`config.mk`:
```
export PLATFORM = sky130hd
export DESIGN_NAME = srrl_scan
export DESIGN_NICKNAME = d
export VERILOG_FILES = /design/src/design/srrl_pkg.sv /design/src/design/srrl_scan.sv
export VERILOG_INCLUDE_DIRS = /design/src /design/src/design
export SDC_FILE = /design/constraint.sdc
export NUM_CORES = 1
export LEC_CHECK = 0
export BUFFER_PORTS_ARGS = -buffer_cell sky130_fd_sc_hd__buf_2
export CAP_MARGIN = 10
export CORE_MARGIN = 10
export CORE_UTILIZATION = 40
export CTS_CLUSTER_DIAMETER = 150
export DETAILED_ROUTE_END_ITERATION = 8
export HOLD_SLACK_MARGIN = 0.02
export PLACE_DENSITY = 0.68
export SYNTH_ARGS = -nofsm -noshare
export SYNTH_HDL_FRONTEND = slang
export SYNTH_SLANG_ARGS = --single-unit
```
`constraint.sdc`:
```
create_clock -name i_clk -period 2.1 [get_ports i_clk]
set_input_delay 0.21 -clock i_clk [delete_from_list [all_inputs] [get_ports i_clk]]
set_output_delay 0.21 -clock i_clk [all_outputs]
set_load 0.02 [all_outputs]
```
`src/design/sky_region_range_lookup_macros.svh`:
```
// assertion macros for the sky region range lookup block
// no dependencies; taken in by the modules that carry assertions
`ifndef SKY_REGION_RANGE_LOOKUP_MACROS_SVH
`define SKY_REGION_RANGE_LOOKUP_MACROS_SVH

`ifndef SYNTH

`define SRRL_ASSERT_IMP(label, clk, rst_n, ante, cons, msg) \
    label: assert property (@(posedge clk) disable iff (!(rst_n)) (ante) |-> (cons)) \
        else $error(msg);

`define SRRL_ASSERT_NEXT(label, clk, rst_n, ante, cons, msg) \
    label: assert property (@(posedge clk) disable iff (!(rst_n)) (ante) |=> (cons)) \
        else $error(msg);

`else

`define SRRL_ASSERT_IMP(label, clk, rst_n, ante, cons, msg)

`define SRRL_ASSERT_NEXT(label, clk, rst_n, ante, cons, msg)

`endif

`endif

```
`src/design/srrl_pkg.sv`:
```
// shared types and constants for the sky region range lookup block
// no dependencies
package srrl_pkg;

    localparam int DEC_W    = 23;
    localparam int RA_W     = 24;
    localparam int REGION_W = 7;
    localparam int INDEX_W  = 9;
    localparam int COUNT_W  = 10;

    localparam logic OP_WRITE = 1'b0;
    localparam logic OP_QUERY = 1'b1;

    typedef struct packed {
        logic signed [DEC_W-1:0]    lower_dec;
        logic        [RA_W-1:0]     ra_low;
        logic        [RA_W-1:0]     ra_high;
        logic        [REGION_W-1:0] region;
    } t_entry;

    typedef struct packed {
        logic        [RA_W-1:0]  ra;
        logic signed [DEC_W-1:0] dec;
    } t_query;

    typedef struct packed {
        logic                idle;
        logic                done;
        logic [REGION_W-1:0] region;
    } t_scan_status;

endpackage

```
`src/design/srrl_scan.sv`:
```
// query sequencer: walks the table one entry a cycle, first match wins
// depends on srrl_pkg, srrl_table read timing and the macros header
`include "sky_region_range_lookup_macros.svh"

module srrl_scan
    import srrl_pkg::*;
#(
    parameter int MAX_ENTRIES = 512,
    localparam int AW = $clog2(MAX_ENTRIES),
    localparam int LW = $clog2(MAX_ENTRIES + 1)
) (
    input  logic               i_clk,
    input  logic               i_rst_n,
    input  logic               i_start,
    input  t_query             i_query,
    input  logic [COUNT_W-1:0] i_count,
    input  logic               i_out_free,
    input  t_entry             i_rd_entry,
    output logic               o_rd_en,
    output logic [AW-1:0]      o_rd_addr,
    output t_scan_status       o_status
);

    localparam int CMPW = (LW > COUNT_W) ? LW : COUNT_W;

    typedef enum logic [2:0] {
        S_IDLE = 3'b001,
        S_SCAN = 3'b010,
        S_EMIT = 3'b100
    } t_scan_state;

    t_scan_state         r_state, n_state;
    logic [LW-1:0]       r_addr, n_addr;
    logic [LW-1:0]       r_limit, n_limit;
    logic                r_pend, n_pend;
    logic [REGION_W-1:0] r_region, n_region;
    t_query              r_query, n_query;

    logic hit;
    logic issue;

    assign hit = r_pend
        && ($signed(r_query.dec) >= $signed(i_rd_entry.lower_dec))
        && (r_query.ra >= i_rd_entry.ra_low)
        && (r_query.ra <= i_rd_entry.ra_high);

    always_comb begin
        n_state  = r_state;
        n_addr   = r_addr;
        n_limit  = r_limit;
        n_pend   = r_pend;
        n_region = r_region;
        n_query  = r_query;
        issue    = 1'b0;
        unique case (r_state)
            S_IDLE: begin
                if (i_start) begin
                    n_query = i_query;
                    n_addr  = '0;
                    n_pend  = 1'b0;
                    if (CMPW'(i_count) >= CMPW'(MAX_ENTRIES)) begin
                        n_limit = LW'(MAX_ENTRIES);
                    end else begin
                        n_limit = LW'(i_count);
                    end
                    n_state = S_SCAN;
                end
            end
            S_SCAN: begin
                priority if (hit) begin
                    n_region = i_rd_entry.region;
                    n_pend   = 1'b0;
                    n_state  = S_EMIT;
                end else if (!r_pend && r_addr == r_limit) begin
                    n_region = '0;
                    n_state  = S_EMIT;
                end else begin
                    issue  = (r_addr != r_limit);
                    n_pend = issue;
                    n_addr = r_addr + LW'(issue);
                end
            end
            S_EMIT: begin
                if (i_out_free) begin
                    n_state = S_IDLE;
                end
            end
            default: begin
                n_state = S_IDLE;
            end
        endcase
    end

    always_ff @(posedge i_clk) begin
        if (!i_rst_n) begin
            r_state <= S_IDLE;
            r_pend  <= 1'b0;
        end else begin
            r_state <= n_state;
            r_pend  <= n_pend;
        end
    end

    always_ff @(posedge i_clk) begin
        r_addr   <= n_addr;
        r_limit  <= n_limit;
        r_region <= n_region;
        r_query  <= n_query;
    end

    assign o_rd_en          = issue;
    assign o_rd_addr        = r_addr[AW-1:0];
    assign o_status.idle    = (r_state == S_IDLE);
    assign o_status.done    = (r_state == S_EMIT) && i_out_free;
    assign o_status.region  = r_region;

    `SRRL_ASSERT_IMP(a_rd_in_range, i_clk, i_rst_n, o_rd_en, r_addr < r_limit, "read beyond limit")
    `SRRL_ASSERT_IMP(a_addr_bound, i_clk, i_rst_n, r_state == S_SCAN, r_addr <= r_limit, "address past limit")
    `SRRL_ASSERT_IMP(a_start_idle, i_clk, i_rst_n, i_start, r_state == S_IDLE, "start while busy")
    `SRRL_ASSERT_NEXT(a_hit_emit, i_clk, i_rst_n, (r_state == S_SCAN) && hit, (r_state == S_EMIT) && !r_pend, "hit not taken")

endmodule

```
### Word-level counts from Yosys, hierarchy flattened

Index checks and enable logic that the tools add are counted.

* register bits: 78
* word-level logic and storage cells: 54

* add/subtract/negate cells: 1
* order comparisons: 4
* equality and inequality tests: 11
* mux-type cells: 18
* reduce and logical (&&, ||, !) cells: 13

Operator list (count)
* 2-to-1 mux 10 bit: 3
* greater-or-equal comparator 24 bit: 1
* less-or-equal comparator 24 bit: 1
* greater-or-equal comparator 23 bit: 1
* case mux 10 bit (2 select lines): 1
* 2-to-1 mux 7 bit: 2
* 2-to-1 mux 3 bit: 4
* adder 10 x 1 -> 10 bit: 1
* == test 10 bit: 1
* greater-or-equal comparator 10 bit, second input constant: 1
* inequality test 10 bit: 1
* case mux 3 bit (3 select lines): 1
* inequality test 2 bit, second input constant: 4
* 2-to-1 mux 1 bit: 6
* inequality test 3 bit, second input constant: 2
* AND reduction 3 bit: 2
* logical AND 1 bit: 5
* AND reduction 2 bit: 2
* AND reduction 4 bit: 1
* nonzero test 2 bit: 2
* == test 3 x 1 -> 1 bit, second input constant: 1
* == test 3 x 2 -> 1 bit, second input constant: 1
* == test 3 bit, second input constant: 1
* case mux 1 bit (2 select lines): 1
* logical NOT 1 bit: 1

### Depth between registers and ports, before layout

Gate-level depths: netlist (run 1).

* depth in word-level cells: 6
* gate-level depth with buffers: 9
* mapped depth without buffers: 9

### Worst setup path before layout (run 1)

OpenSTA, ideal clock, no wires.

* path type: reg-to-reg
* start point: reg r_state[0]
* end point: reg r_limit[0], enable pin
* data arrival time: 1.916 ns
* required time: 1.689 ns
* slack: -0.227 ns
* stages on the path, launching flop included: 4
* period minus slack after synthesis: 2.327 ns
* cells stage by stage: dfxtp_1 -> nor3b_1 -> nand2_1 -> inv_1

* longest elaborated chain between the ends: 2

RTL lines
* from (decl): RTL line srrl_scan.sv:32 `t_scan_state r_state, n_state;`
* from (signal assigned): RTL line srrl_scan.sv:99 `r_state <= n_state;`
* == test 3 x 1 -> 1 bit: RTL line srrl_scan.sv:55 `unique case (r_state)`
* AND reduction 2 bit (no source line)
* to (signal assigned): RTL line srrl_scan.sv:106 `r_limit <= n_limit;`
* to (decl): RTL line srrl_scan.sv:34 `logic [LW-1:0] r_limit, n_limit;`

Every way passes these cells.
A chain may end at the register's enable or synchronous reset.

### Final worst setup path (run 1)

* start point: reg r_query[40] (netlist name)
* end point: out o_rd_en

* longest elaborated chain between the ends: 5

RTL lines
* from (decl): RTL line srrl_scan.sv:37 `t_query r_query, n_query;`
* from (signal assigned): RTL line srrl_scan.sv:108 `r_query <= n_query;`
* greater-or-equal comparator 24 bit: RTL line srrl_scan.sv:44 `&& (r_query.ra >= i_rd_entry.ra_low)`
* logical AND 1 bit: RTL line srrl_scan.sv:44
* logical AND 1 bit *: RTL line srrl_scan.sv:45 `&& (r_query.ra <= i_rd_entry.ra_high);`
* 2-to-1 mux 1 bit *: RTL line srrl_scan.sv:70 `priority if (hit) begin`
* 2-to-1 mux 1 bit *: RTL line srrl_scan.sv:55
* to (decl): RTL line srrl_scan.sv:19 `output logic o_rd_en,`

Mark *: on every way between the ends. The rest lies on a longest branch, timed or not.

==> results of run 1 <==
[worst paths after layout]
kind | start | endpoint | slack, ns | depth (start not counted)
worst max-delay path | r_query[40] | o_rd_en | -0.47 | 8
worst min-delay path | i_query[46] | r_query[46] | 0.04 | 1
worst max register to register | r_query[40] | r_state[2] | -0.36 | 9
worst min register to register | r_state[0] | r_state[2] | 0.56 | 1
[metal layers]
metal | wire, um | track usage, % | up-vias
met5 | 0 | 0 | -
met4 | 167 | 5.291 | 0
met3 | 1040 | 4.894 | 14
met2 | 5890 | 24.46 | 122
met1 | 5269 | 16.60 | 1745
li1 | - | - | 1940
[stage by stage]
stage	worst slack, ns	TNS (ns)
final	-0.4668	-9.133
after global routing	-0.5945	-13.33
after CTS	-0.4837	-8.997
after detailed placement	-0.3238	-7.925
after global placement	-0.2199	-5.621
after floorplan	-0.06677	-0.5462
[worst register-to-register path: cells and delay by family (launching register included)]
kind	cells	cell delay (ns)
buffers and inverters	2	0.28
flip-flops	1	0.44
adder cells (fa/ha/maj)	1	0.32
AND/OR/NAND/NOR	3	0.85
AO/OA/AOI/OAI	3	0.47
[flip-flops by register name, summed over array words and instances (netlist names)]
name / cells
r_query: 47
r_addr: 10
r_limit: 10
r_region: 7
r_state: 3
r_pend: 1
[what timing repair did]
item,CTS,global route
gates cloned,0,1
buffers inserted,2,3
gates resized for setup,15,28
endpoints found under the setup margin,34,35
pin swaps,10,16
[synthesized netlist by cell type, types with 4 or more instances]
master and number:
xnor2_1 4, buf_4 10, nand2_1 20, ha_1 73
nor2_1 22, a21oi_1 32, nand4_1 13, nor2b_1 11
and2_1 9, nand3_1 13, nor4_1 5, o21ai_0 13
inv_1 75, edfxtp_1 74, xor2_1 12, dfxtp_1 4
[cell usage in the layout, fill, tap and decap left out, types with 3 or more instances in the layout]
cell | synthesis | layout
buf_6 | 0 | 3
and2_1 | 9 | 7
dfxtp_1 | 4 | 4
a21oi_2 | 2 | 3
clkbuf_16 | 0 | 9
buf_4 | 10 | 34
ha_1 | 73 | 66
nor2_1 | 22 | 20
buf_2 | 0 | 156
nand2_1 | 20 | 16
nand3_1 | 13 | 11
inv_1 | 75 | 74
a21o_1 | 3 | 3
edfxtp_1 | 74 | 74
a21oi_1 | 32 | 29
nand4_1 | 13 | 13
nor4_2 | 1 | 3
o21ai_0 | 13 | 12
ha_4 | 0 | 6
nor2b_1 | 11 | 11
xor2_1 | 12 | 12
nand2_4 | 0 | 4
[layout make-up]
cell class	instances	share of cell area [%]
clock buffer	12	3.741
clock inverter	4	1.063
inverter	75	4.330
multi-input combinational	274	36.67
sequential	78	34.94
tap	143	2.716
timing repair buffer	194	16.54
[power groups by stage]
stage                     Combinational [mW]  Sequential (mW)  Clock [mW]
after floorplan                        0.439             1.91           0
after global placement                 0.729             1.91           0
after detailed placement               0.752             1.92           0
after CTS                              0.791             1.89        1.70
after global routing                   0.934             1.90        1.76
final                                  0.824             1.89        1.65
[logic make-up after synthesis]
| family | after synthesis |
|---|---|
| AO/OA/AOI/OAI | 72 |
| multiplexers | 1 |
| flip-flops | 78 |
| AND/OR/NAND/NOR | 111 |
| buffers and inverters | 87 |
| adder cells (fa/ha/maj) | 73 |
| XOR/XNOR | 16 |
==> results.yml, run 1 <==
placement:
  port_buffers: 157
  placed_area_um2: 5987
  dp.cells: 759
  finalWeightedCongestion: 0.8831
  dp_hpwl_mm: 9.992
logic_synthesis:
  syn_nets: 650
  netlist-cell-type-count: 49
  yosys.area_share.simple_pct: 12.78
  synth_top_family_by_area: "adder cells"
  netlist_area_um2: 4797
  synthesis.instances: 438
  synthAdderAreaFrac_pct: 19.04
  ys_warn_count: 0
  synthXorXnorAreaFrac_pct: 2.921
  netlist.area_leader.share_pct: 46.32
  synthTopCellsByArea: "edfxtp_1 (46%), ha_1 (19%), inv_1 (5.9%)"
  synthMuxAreaShare_pct: 0.2087
  synth_compound_area_share_pct: 9.468
  ys_ff_latch: 78
  yosysTopAreaCell: "edfxtp_1"
  synth-main-ff-cell: "edfxtp_1"
  seq_area_frac_synth_pct: 47.99
  synthArstFlopShare_pct: 0
  synth_edf_count: 74
  syn_area_per_cell_um2: 10.95
power:
  pwr-share-comb_pct: 18.9
  seqPwrFrac_pct: 43.2
  switchingPower_mw: 1.076
  intPower_mw: 3.291
  vdd_drop_max_mv: 0.4542
  power.density_nw_per_um2: 662.8
  p_clk_share_pct: 37.9
  power_mw: 4.367
  power.static_leakage_nw: 3.126
  sw_frac_of_total_pct: 24.64
timing:
  finalMaxSlewViolations: 0
  finalHoldViolations: 0
  grt_setup_unrepaired: "yes"
  finalSetupViolCount: 31
  slew_headroom_pct: 72.07
  fin_crit_sh_pct: 122.2
  holdWs_ns: 0.04254
  final.setup.worst_slack_ns: -0.4668
  max_freq_mhz: 389.6
  worstMarginPinSlew_ns: 0.4173
  fin_crit_ns: 2.567
  skew_ns: 0.007670
worst_setup_path:
  path_buf_inv: 1
  cp-end-kind: "output pin"
  cp_slowest_cell: "or4_4"
  cp_slowest_stage_delay_ns: 0.55
  path_max_fanout: 2
  crit_chain: "ha_1, nand4_1, or4_4, a21oi_4, o21ai_4, nor2_4, nor2b_1, buf_4"
  critPathTopFamily: "simple AND/OR/NAND/NOR gates"
  worstPathArrival_ns: 2.36
  criticalPathCategory: "reg -> out"
  start_kind: "register"
  required_ns: 1.89
layout:
  layout-drive-gt1-share_pct: 39.72
  regArea_um2: 2302
  antennaDiodeCount: 0
  fillers: 1009
  syn_to_final_growth_pct: 37.35
  layout.cells.non_filler: 780
  design_area_um2: 6589
  utilization_pct: 56.97
  multiInputGateArea_um2: 2416
  nets: 844
route:
  routed_via_density: 4.899
  dr.first_iter.drc_count: 159
  drcViolationCount: 0
  antenna_left: 0
  vias: 3821
  firstDrtPassIters: 4
  postRouteWirelength_mm: 12.37
  wl_per_cell_um: 15.86
run_status:
  failed_checks: "negative setup slack"
  outcome: "complete, but fails checks"
hold_path:
  hold_path_class: "in -> reg"
global_routing:
  grtUsageTotal_pct: 14.42
  grt_max_degree: 42
  grt_pass1_wl_mm: 19.44
  grt_pass1_vias: 4247
  antenna_found_initial: 0
  grt_overflow_total: 0
clock_tree:
  cts_buffer_depth: 2
  cts.sinks: 78
  worst_setup_hold_path_clk_slew_ns: 0.06
  clk_latency_ns: 0.34
  cts_buffers: 9
  ctsHoldBuffers: 0
  htreeDepth: 3
  cts_tree: "built"
  root_buffer: "clkbuf_16"
run:
  drv_cap: 0
die:
  core_area_um2: 11560
  rows: 39
  die_h_um: 129.5
  io_pins: 158
  initial_core_util_pct: 41.48
  die_x_um: 129.5
  die_area_um2: 16770
Power figures use the tool's default switching activity.
==> run 2, diff against run 1 <==
--- a/config.mk
+++ b/config.mk
@@ -6,7 +6,7 @@
 export SDC_FILE = /design/constraint.sdc
 export NUM_CORES = 1
 export LEC_CHECK = 0
-export BUFFER_PORTS_ARGS = -buffer_cell sky130_fd_sc_hd__buf_2
+export BUFFER_PORTS_ARGS = -buffer_cell sky130_fd_sc_hd__buf_4
 export CAP_MARGIN = 10
 export CORE_MARGIN = 10
 export CORE_UTILIZATION = 40
==> results.yml, run 2 (synthesis gave the netlist of run 1 again) <==
worst_setup_path:
  worstPathArrival_ns: 2.39
  path_buf_inv: 1
  cp_slowest_cell: "or4_4"
  r2r_slack_ns: -0.45
  required_ns: 1.89
  reg2reg_to: "r_region[2]"
  critPathTopFamily: "simple AND/OR/NAND/NOR gates"
  cp_slowest_stage_delay_ns: 0.56
  r2r_cells: 9
  crit_chain: "ha_4, nand4_1, or4_4, a21oi_4, o21ai_4, nor2_4, nor2b_2, buf_6"
  criticalPathCategory: "reg -> out"
  path_max_fanout: 2
  start_kind: "register"
  cp-end-kind: "output pin"
  timing.rr.start: "r_query[40]"
timing:
  finalSetupViolCount: 31
  grt_setup_unrepaired: "yes"
  worstMarginPinSlew_ns: 0.4445
  slew_headroom_pct: 70.26
  finalHoldViolations: 0
  final.setup.worst_slack_ns: -0.4965
  tns_ns: -11.71
  fin_crit_ns: 2.597
  fin_crit_sh_pct: 123.6
  finalMaxSlewViolations: 0
  skew_ns: 0.006535
  max_freq_mhz: 385.1
die:
  core_area_um2: 11560
  die_h_um: 129.5
  io_pins: 158
  rows: 39
  initial_core_util_pct: 41.48
  die_area_um2: 16770
  die_x_um: 129.5
hold_path:
  hold_path_class: "in -> reg"
  worstHoldStart: "i_query[25]"
  whs_path_depth: 1
  hold_path_end: "r_query[25]"
layout:
  syn_to_final_growth_pct: 47.34
  multiInputGateArea_um2: 2454
  max_flop_register: "r_query"
  mostFrequentLayoutCell: "buf_4"
  nets: 854
  fillers: 953
  layout.cells.non_filler: 790
  utilization_pct: 61.12
  final_cell_mix: "buf_4 (197), inv_1 (74), edfxtp_1 (74)"
  regArea_um2: 2302
  top_regs: "r_query (47), r_addr (10), r_limit (10)"
  antennaDiodeCount: 0
  layout-drive-gt1-share_pct: 41.73
  largest_reg_flops: 47
route:
  drcViolationCount: 0
  firstDrtPassIters: 5
  dr.first_iter.drc_count: 165
  wl_per_cell_um: 16.37
  postRouteWirelength_mm: 12.93
  vias: 3855
  antenna_left: 0
  routed_via_density: 4.880
placement:
  finalWeightedCongestion: 0.8815
  port_buffers: 157
  dp.cells: 761
  post-place-ws_ns: -0.2778
  dp_hpwl_mm: 10.07
run_status:
  outcome: "complete, but fails checks"
  failed_checks: "negative setup slack"
clock_tree:
  htreeDepth: 3
  clk_latency_ns: 0.33
  cts_tree: "built"
  root_buffer: "clkbuf_16"
  cts.sinks: 78
  cts_buffer_depth: 2
  worst_setup_hold_path_clk_slew_ns: 0.06
  cts_buffers: 9
global_routing:
  grt_max_degree: 58
  grtUsageTotal_pct: 15.44
  grt_overflow_total: 0
  antenna_found_initial: 0
  grt_pass1_vias: 4269
  grt_pass1_wl_mm: 20.46
run:
  drv_cap: 0
power:
  power_mw: 4.312
  power.density_nw_per_um2: 610.0
  vdd_drop_max_mv: 0.3741
  power.static_leakage_nw: 3.295
[run 2: per-stage QoR]
step | instance area, um^2 | hold slack, ns
floorplan | 4845 | 0.2862
global placement | 6395 | 0.3880
detailed placement | 6395 | 0.3893
CTS | 6919 | 0.03822
global route | 7068 | 0.03890
finish | 7068 | 0.05126
[run 2: area by class of cell]
| cell class | instances | share of cell area (%) |
|---|---|---|
| clock buffers | 10 | 3.240 |
| multi-input cells | 274 | 34.71 |
| repair buffers | 204 | 22.16 |
| flip-flops and latches | 78 | 32.57 |
| inverters | 75 | 4.036 |
| well taps | 143 | 2.531 |
| clock inverters | 6 | 0.7435 |
[run 2: per-layer routing]
layer / part of all wire (%) / vias up / GRT usage (%)
li1: - / 1964 / -
met1: 42 / 1762 / 18.18
met2: 49 / 120 / 26.39
met3: 8.0 / 9 / 4.608
met4: 1.2 / 0 / 5.159
met5: 0 / - / 0
[run 2: report_power, final]
part           internal, mW  total [mW]  switching [mW]
Combinational         0.484       0.926           0.442
Sequential             1.83        1.89          0.0605
Clock                 0.906        1.49           0.589
[run 2: worst max-delay path by stage]
stage | from | endpoint | cells after the start
global route | r_query[40] | o_rd_en | 8
finish | r_query[40] | o_rd_en | 8
CTS | r_query[44] | o_rd_en | 9
floorplan | r_query[41] | r_region[0] | 7
global placement | r_query[40] | r_region[6] | 9
detailed placement | r_query[40] | r_region[2] | 9
[run 2: worst reg2reg max path, delay by kind of cell, from the launching register on]
kind	cells	cell delay, ns
AOI/OAI and AO/OA	3	0.45
adders and majority gates	1	0.31
buffers and inverters	2	0.21
DFF	1	0.48
and+or+nand+nor	3	0.82
[run 2: timing repair]
action | in CTS | in global routing
gates cloned | 1 | 0
endpoints found under the setup margin | 36 | 37
resized for setup | 30 | 24
pin swaps | 17 | 27
buffers inserted | 8 | 5
hold buffers | 0 | 0
==> run 3, diff against run 2 <==
==> constraint.sdc (replaced) <==
create_clock -name i_clk -period 2.1 [get_ports i_clk]
set_input_delay 0.21 -clock i_clk [delete_from_list [all_inputs] [get_ports i_clk]]
set_output_delay 0.21 -clock i_clk [all_outputs]
set_load 0.005 [all_outputs]
==> results.yml, run 3 (synthesis gave the netlist of run 1 again) <==
route:
  vias: 3819
  drcViolationCount: 0
  wl_per_cell_um: 16.08
  antenna_left: 0
  postRouteWirelength_mm: 12.54
  firstDrtPassIters: 4
  routed_via_density: 4.896
  dr.first_iter.drc_count: 140
hold_path:
  hold_path_class: "in -> reg"
timing:
  fin_crit_sh_pct: 121.7
  max_freq_mhz: 391.2
  tns_ns: -9.088
  finalHoldViolations: 0
  finalSetupViolCount: 30
  grt_setup_unrepaired: "yes"
  slew_headroom_pct: 71.20
  holdWs_ns: 0.04656
  final.setup.worst_slack_ns: -0.4565
  worstMarginPinSlew_ns: 0.4281
  finalMaxSlewViolations: 0
  fin_crit_ns: 2.557
  skew_ns: 0.008924
placement:
  dp_hpwl_mm: 10.18
  finalWeightedCongestion: 0.8669
  port_buffers: 157
  post-place-ws_ns: -0.3155
power:
  vdd_drop_max_mv: 0.3986
  power.static_leakage_nw: 3.223
  power.density_nw_per_um2: 617.6
layout:
  nets: 845
  antennaDiodeCount: 0
  final_cell_mix: "buf_4 (191), inv_1 (74), edfxtp_1 (74)"
  top_regs: "r_query (47), r_addr (10), r_limit (10)"
  syn_to_final_growth_pct: 43.53
  largest_reg_flops: 47
  mostFrequentLayoutCell: "buf_4"
  max_flop_register: "r_query"
  layout-drive-gt1-share_pct: 37.68
global_routing:
  grtUsageTotal_pct: 14.75
  grt_overflow_total: 0
  grt_pass1_vias: 4176
  grt_pass1_wl_mm: 19.67
  antenna_found_initial: 0
  grt_max_degree: 58
die:
  initial_core_util_pct: 41.48
  core_area_um2: 11560
  die_x_um: 129.5
  die_h_um: 129.5
  die_area_um2: 16770
  io_pins: 158
  rows: 39
worst_setup_path:
  worstPathArrival_ns: 2.35
  cp_slowest_cell: "or4_4"
  critPathTopFamily: "simple AND/OR/NAND/NOR gates"
  required_ns: 1.89
  path_buf_inv: 1
  start_kind: "register"
  r2r_slack_ns: -0.37
  path_max_fanout: 2
  cp_slowest_stage_delay_ns: 0.55
  cp-end-kind: "output pin"
  criticalPathCategory: "reg -> out"
  crit_chain: "ha_4, nand4_1, or4_4, a21oi_4, o21ai_4, nor2_4, nor2b_1, buf_4"
run:
  drv_cap: 0
clock_tree:
  htreeDepth: 3
  cts_buffers: 9
  cts_buffer_depth: 2
  worst_setup_hold_path_clk_slew_ns: 0.06
  cts.sinks: 78
  cts_tree: "built"
  clk_latency_ns: 0.34
  root_buffer: "clkbuf_16"
run_status:
  outcome: "complete, but fails checks"
  failed_checks: "negative setup slack"
run 3: worst paths after layout:
check / from / cells after the start / to
max: r_query[40] / 8 / o_rd_en
min: i_query[39] / 1 / r_query[39]
max reg2reg: r_query[40] / 9 / r_state[2]
min reg2reg: r_state[0] / 1 / r_state[2]
run 3: area by class of cell:
class                   count  area (um^2)
clock buffers              10        229.0
fillers                   988         4679
multi-input cells         274         2351
flip-flops and latches     78         2302
repair buffers            195         1488
clock inverters             5        51.30
well taps                 143        178.9
inverters                  75        285.3
run 3: repair_timing:
action,in CTS,in global routing
hold buffers,0,0
pin swaps,16,16
setup endpoints to repair,33,35
resized for setup,20,8
gates cloned,1,0
setup buffers,5,2
run 3: per-stage QoR:
stage          power (mW)  util [%]  cells  cell area [um^2]
4_1_cts             4.287     59.04    779              6828
5_1_grt             4.468     59.54    780              6885
3_3_place_gp        2.701     55.10    758              6372
2_1_floorplan       2.331         -    438              4845
3_5_place_dp        2.735     55.10    758              6372
6_report            4.252     59.54    780              6885
run 3: power by group:
group          internal (mW)  switching (mW)
Clock                  0.905           0.592
Sequential              1.83          0.0588
Combinational          0.458           0.408
run 3: routing by layer:
metal  global-route usage [%]  share of wire, %
met4                    5.688               1.7
met5                        0                 0
met1                    17.12                41
met3                    4.976               8.8
met2                    24.76                48
